File: config.mk
export PLATFORM = sky130hd
export DESIGN_NAME = pns_ram
export DESIGN_NICKNAME = d
export VERILOG_FILES = /design/src/rtl/core/perceptron_neuron_sigmoid_defines.svh /design/src/rtl/core/pns_ram.sv
export SDC_FILE = /design/constraint.sdc
export NUM_CORES = 2
export LEC_CHECK = 0
export BUFFER_PORTS_ARGS = -buffer_cell sky130_fd_sc_hd__buf_2
export CAP_MARGIN = 5
export CORE_MARGIN = 8
export CORE_UTILIZATION = 61
export DETAILED_ROUTE_END_ITERATION = 10
export PLACE_DENSITY = 0.74
export SLEW_MARGIN = 25
export SYNTH_ARGS = -nofsm -noshare
export SYNTH_HDL_FRONTEND = slang
export SYNTH_SLANG_ARGS = --single-unit
File: constraint.sdc
create_clock -name clk -period 6.7 [get_ports clk]
set_input_delay 0.335 -clock clk [delete_from_list [all_inputs] [get_ports clk]]
set_output_delay 0.335 -clock clk [all_outputs]
set_load 0.02 [all_outputs]
File: src/rtl/core/perceptron_neuron_sigmoid_defines.svh
// Assertion macros for the perceptron neuron. Each macro checks on the rising edge of clk
// and is switched off while arst_n is low.
`ifndef PERCEPTRON_NEURON_SIGMOID_DEFINES_SVH
`define PERCEPTRON_NEURON_SIGMOID_DEFINES_SVH
`ifndef SYNTHESIS
`define PNS_ASSERT_IMP(lbl, ant, cons, msg) \
	lbl: assert property (@(posedge clk) disable iff (!arst_n) (ant) |-> (cons)) \
		else $error(msg);
`define PNS_ASSERT_NXT(lbl, ant, cons, msg) \
	lbl: assert property (@(posedge clk) disable iff (!arst_n) (ant) |=> (cons)) \
		else $error(msg);
`else
`define PNS_ASSERT_IMP(lbl, ant, cons, msg)
`define PNS_ASSERT_NXT(lbl, ant, cons, msg)
`endif
`endif

File: src/rtl/core/pns_ram.sv
module pns_ram #(
	parameter int WIDTH = 16,
	parameter int DEPTH = 256
) (
	input  logic                                          clk,
	input  logic                                          we,
	input  logic [((DEPTH > 1) ? $clog2(DEPTH) : 1)-1:0] waddr,
	input  logic [WIDTH-1:0]                              wdata,
	input  logic                                          re,
	input  logic [((DEPTH > 1) ? $clog2(DEPTH) : 1)-1:0] raddr,
	output logic [WIDTH-1:0]                              rdata
);
	logic [WIDTH-1:0] mem [DEPTH];

	always_ff @(posedge clk) begin
		if (we) begin
			mem[waddr] <= wdata;
		end
	end

	always_ff @(posedge clk) begin
		if (re) begin
			rdata <= mem[raddr];
		end
	end
endmodule

==> flow_summary.toml <==
[status]
status = "complete, no violations"

[sta]
finalSetupTns_ns = 0
finalSetupViolations = 0
max_clock_freq_ghz = 0.2489
fin_skew_ns = 0.05889
worst_slew_pin_slew_ns = 1.293
rsz0062_at_grt = "false"
fin_ws_ns = 2.683
finalHoldViolCount = 0
maxSlewHeadroom = 0.1301
period_share = 0.5996
final_max_slew_viol_count = 0
fin_crit_ns = 4.017

[cells_and_area]
mostFrequentLayoutCells = "edfxtp_1 (4112), mux4_2 (797), mux2i_1 (565)"
synthToLayoutAreaGrowth_pct = 11.77
fin_util = 0.6850
fill_cells = 15350
final_nets = 7791
drive_above_1_share = 0.2394
mostFrequentLayoutCell = "edfxtp_1"

[synthesis]
synth.top_cells.by_area = "edfxtp_1 (78%), mux4_2 (11%), mux2i_1 (3.6%)"
netlist.area_leader.share = 0.7772
yosysSeqAreaShare = 0.7772
async_flop_share = 0
syn_avg_cell_area_sq_um = 21.59
yosys.area_share.simple = 0.01573
synth_top_cell_by_area = "edfxtp_1"
synth-compound-area-share = 0.03534
syn_inst = 7360
yosysWarnings = 0
synth_nets = 7395
synth-seq-cells = 4112
yosys.area_share.adder = 0
synth_edf_count = 4112
synth_top_family_by_area = "multiplexers"
synthMuxAreaShare = 0.1548
synth.distinct_cells = 51
syn-cell-area_sq_mm = 0.1589
synth-main-ff-cell = "edfxtp_1"
synth-xor-area-share = 0

[clocking]
cts_resized = 0
insertion_delay_ns = 0.91
cts_max_level = 5
clkTransAtPathRegs_ns = 0.06
postCtsSetupBuffers = 0
root_buffer = "clkbuf_16"
numCtsBuffers = 402
clockBufferDepth = 4
cts.sinks = 4112
cts_hold_buffers = 13
cts_tree = "yes"

[grt]
grt_pass1_wl_um = 584000
first_global_vias = 79530
grt_overflow_total = 0
track_usage = 0.2926
antenna_found_initial = 25
grt_max_degree = 181

[pwr]
p_total_w = 0.05317
max-vdd-ir-drop_mv = 0.2262
power_frac_seq = 0.534
power_switching_w = 0.01121
p_leak_nw = 56.35
clkPwrFrac = 0.417
comb_power_share = 0.049
cellPowerDensity_mw_per_mm2 = 299.4
intPower_w = 0.04196
sw_frac_of_total = 0.2108

[hold_path]
worstHoldPathCells = 1
worstHoldStart = "wdata[7]"
hp-class = "primary input to flop"

[critical_path]
end_kind = "flop"
critPathMaxFanout = 111
r2r.worst_path.cells = 6
worst-path-buf-inv = 2
crit_arrival_ns = 4.73
path_depth = 8
max_stage_delay_ns = 0.96
worst_setup_path_start_kind = "primary input"
crit_family = "simple AND/OR/NAND/NOR gates"
worstSetupPathType = "primary input to flop"
cp_data_required_time_ns = 7.41
crit_start = "raddr[1]"
path_cells = "buf_8, buf_12, nor2b_1, a221oi_1, a22oi_1, nand4_1, or4b_1, nor4_2"
r2r-start = "mem[131][10]"
cp_slowest_cell = "nor2b_1"

[routing]
ant_nets = 0
routed_wl_um = 413700
drt-initial-drc-count = 12230
drtPass1Iterations = 8
vias = 80660
wire_per_inst_um = 35.99
drc_errors = 0
viasPerCell = 7.017

[run]
cap_violations = 0

[die]
die_height_um = 526.3
start_util = 0.6128
rows = 187
io-pin-count = 51
placeableCoreArea_sq_mm = 0.2592
die_area_sq_mm = 0.2770
fp.dieW_um = 526.3

[place]
port_buffers = 50
gp_congestion = 0.8936
preCtsSetupSlack_ns = 2.002
place_hpwl_um = 234800
synthesized netlist by cell type (all sizes together) (43+ instances only):
library cell,number
clkbuf,230
edfxtp,4112
nor2,304
mux2,88
a22oi,43
mux4,797
o22ai,148
a21oi,175
nor3,92
mux2i,565
buf,222
o221ai,253
cell type report:
class	count	area, sq um	share of cell area
timing repair buffer	444	3925	0.02210
antenna	9	22.52	0.0001268
clock buffer	501	10600	0.05970
tap	3402	4257	0.02397
inverter	4	27.53	0.0001550
sequential	4112	123500	0.6953
multi-input combinational	2792	33040	0.1861
clock inverter	231	2223	0.01252
layer usage:
| metal | vias to the layer above | track usage | wire length (um) |
|---|---|---|---|
| li1 | 32090 | - | - |
| met1 | 41980 | 0.4048 | 146900 |
| met2 | 5711 | 0.4513 | 193300 |
| met3 | 875 | 0.06879 | 51190 |
| met4 | 12 | 0.1342 | 22210 |
| met5 | - | 0 | 67 |
logic make-up (layout without fill, tap and decap cells):
family	after synthesis	count (layout)
AOI/OAI and AO/OA	786	786
DFF	4112	4112
muxes	1450	1450
buffers and inverters	456	1180
and+or+nand+nor	556	556
other	0	9
power groups by stage:
stage	logic [W]	clock network, W	registers [W]
global placement	0.00248	0	0.0290
CTS	0.00257	0.0223	0.0284
detailed placement	0.00255	0	0.0290
global route	0.00269	0.0233	0.0284
finish	0.00261	0.0221	0.0284
floorplan	0.00140	0	0.0289
final timing paths:
kind	to	slack [ns]
setup / recovery	rdata[4]	2.68
hold / removal	mem[253][7]	0.05
setup reg to reg	rdata[10]	3.38
hold reg to reg	rdata[8]	1.20
flip-flops by register name, summed over array words and instances (netlist names):
register / flops
mem: 4096
rdata: 16
stage by stage:
stage	hold slack, ns	cells	instance area, sq um
floorplan	0.4339	7360	158900
global placement	0.7842	10730	164300
detailed placement	0.8033	10740	164400
CTS	0.01909	11480	177300
global route	0.05430	11490	177600
finish	0.04925	11500	177600
worst reg2reg max path: stages, from the launching register on:
cell and delay, ns:
edfxtp_1 0.37, mux4_2 0.48, mux2_2 0.29, a221oi_1 0.79
o31ai_1 0.35, o32ai_1 0.61, nor4_1 0.16
Power figures use the tool's default switching activity.
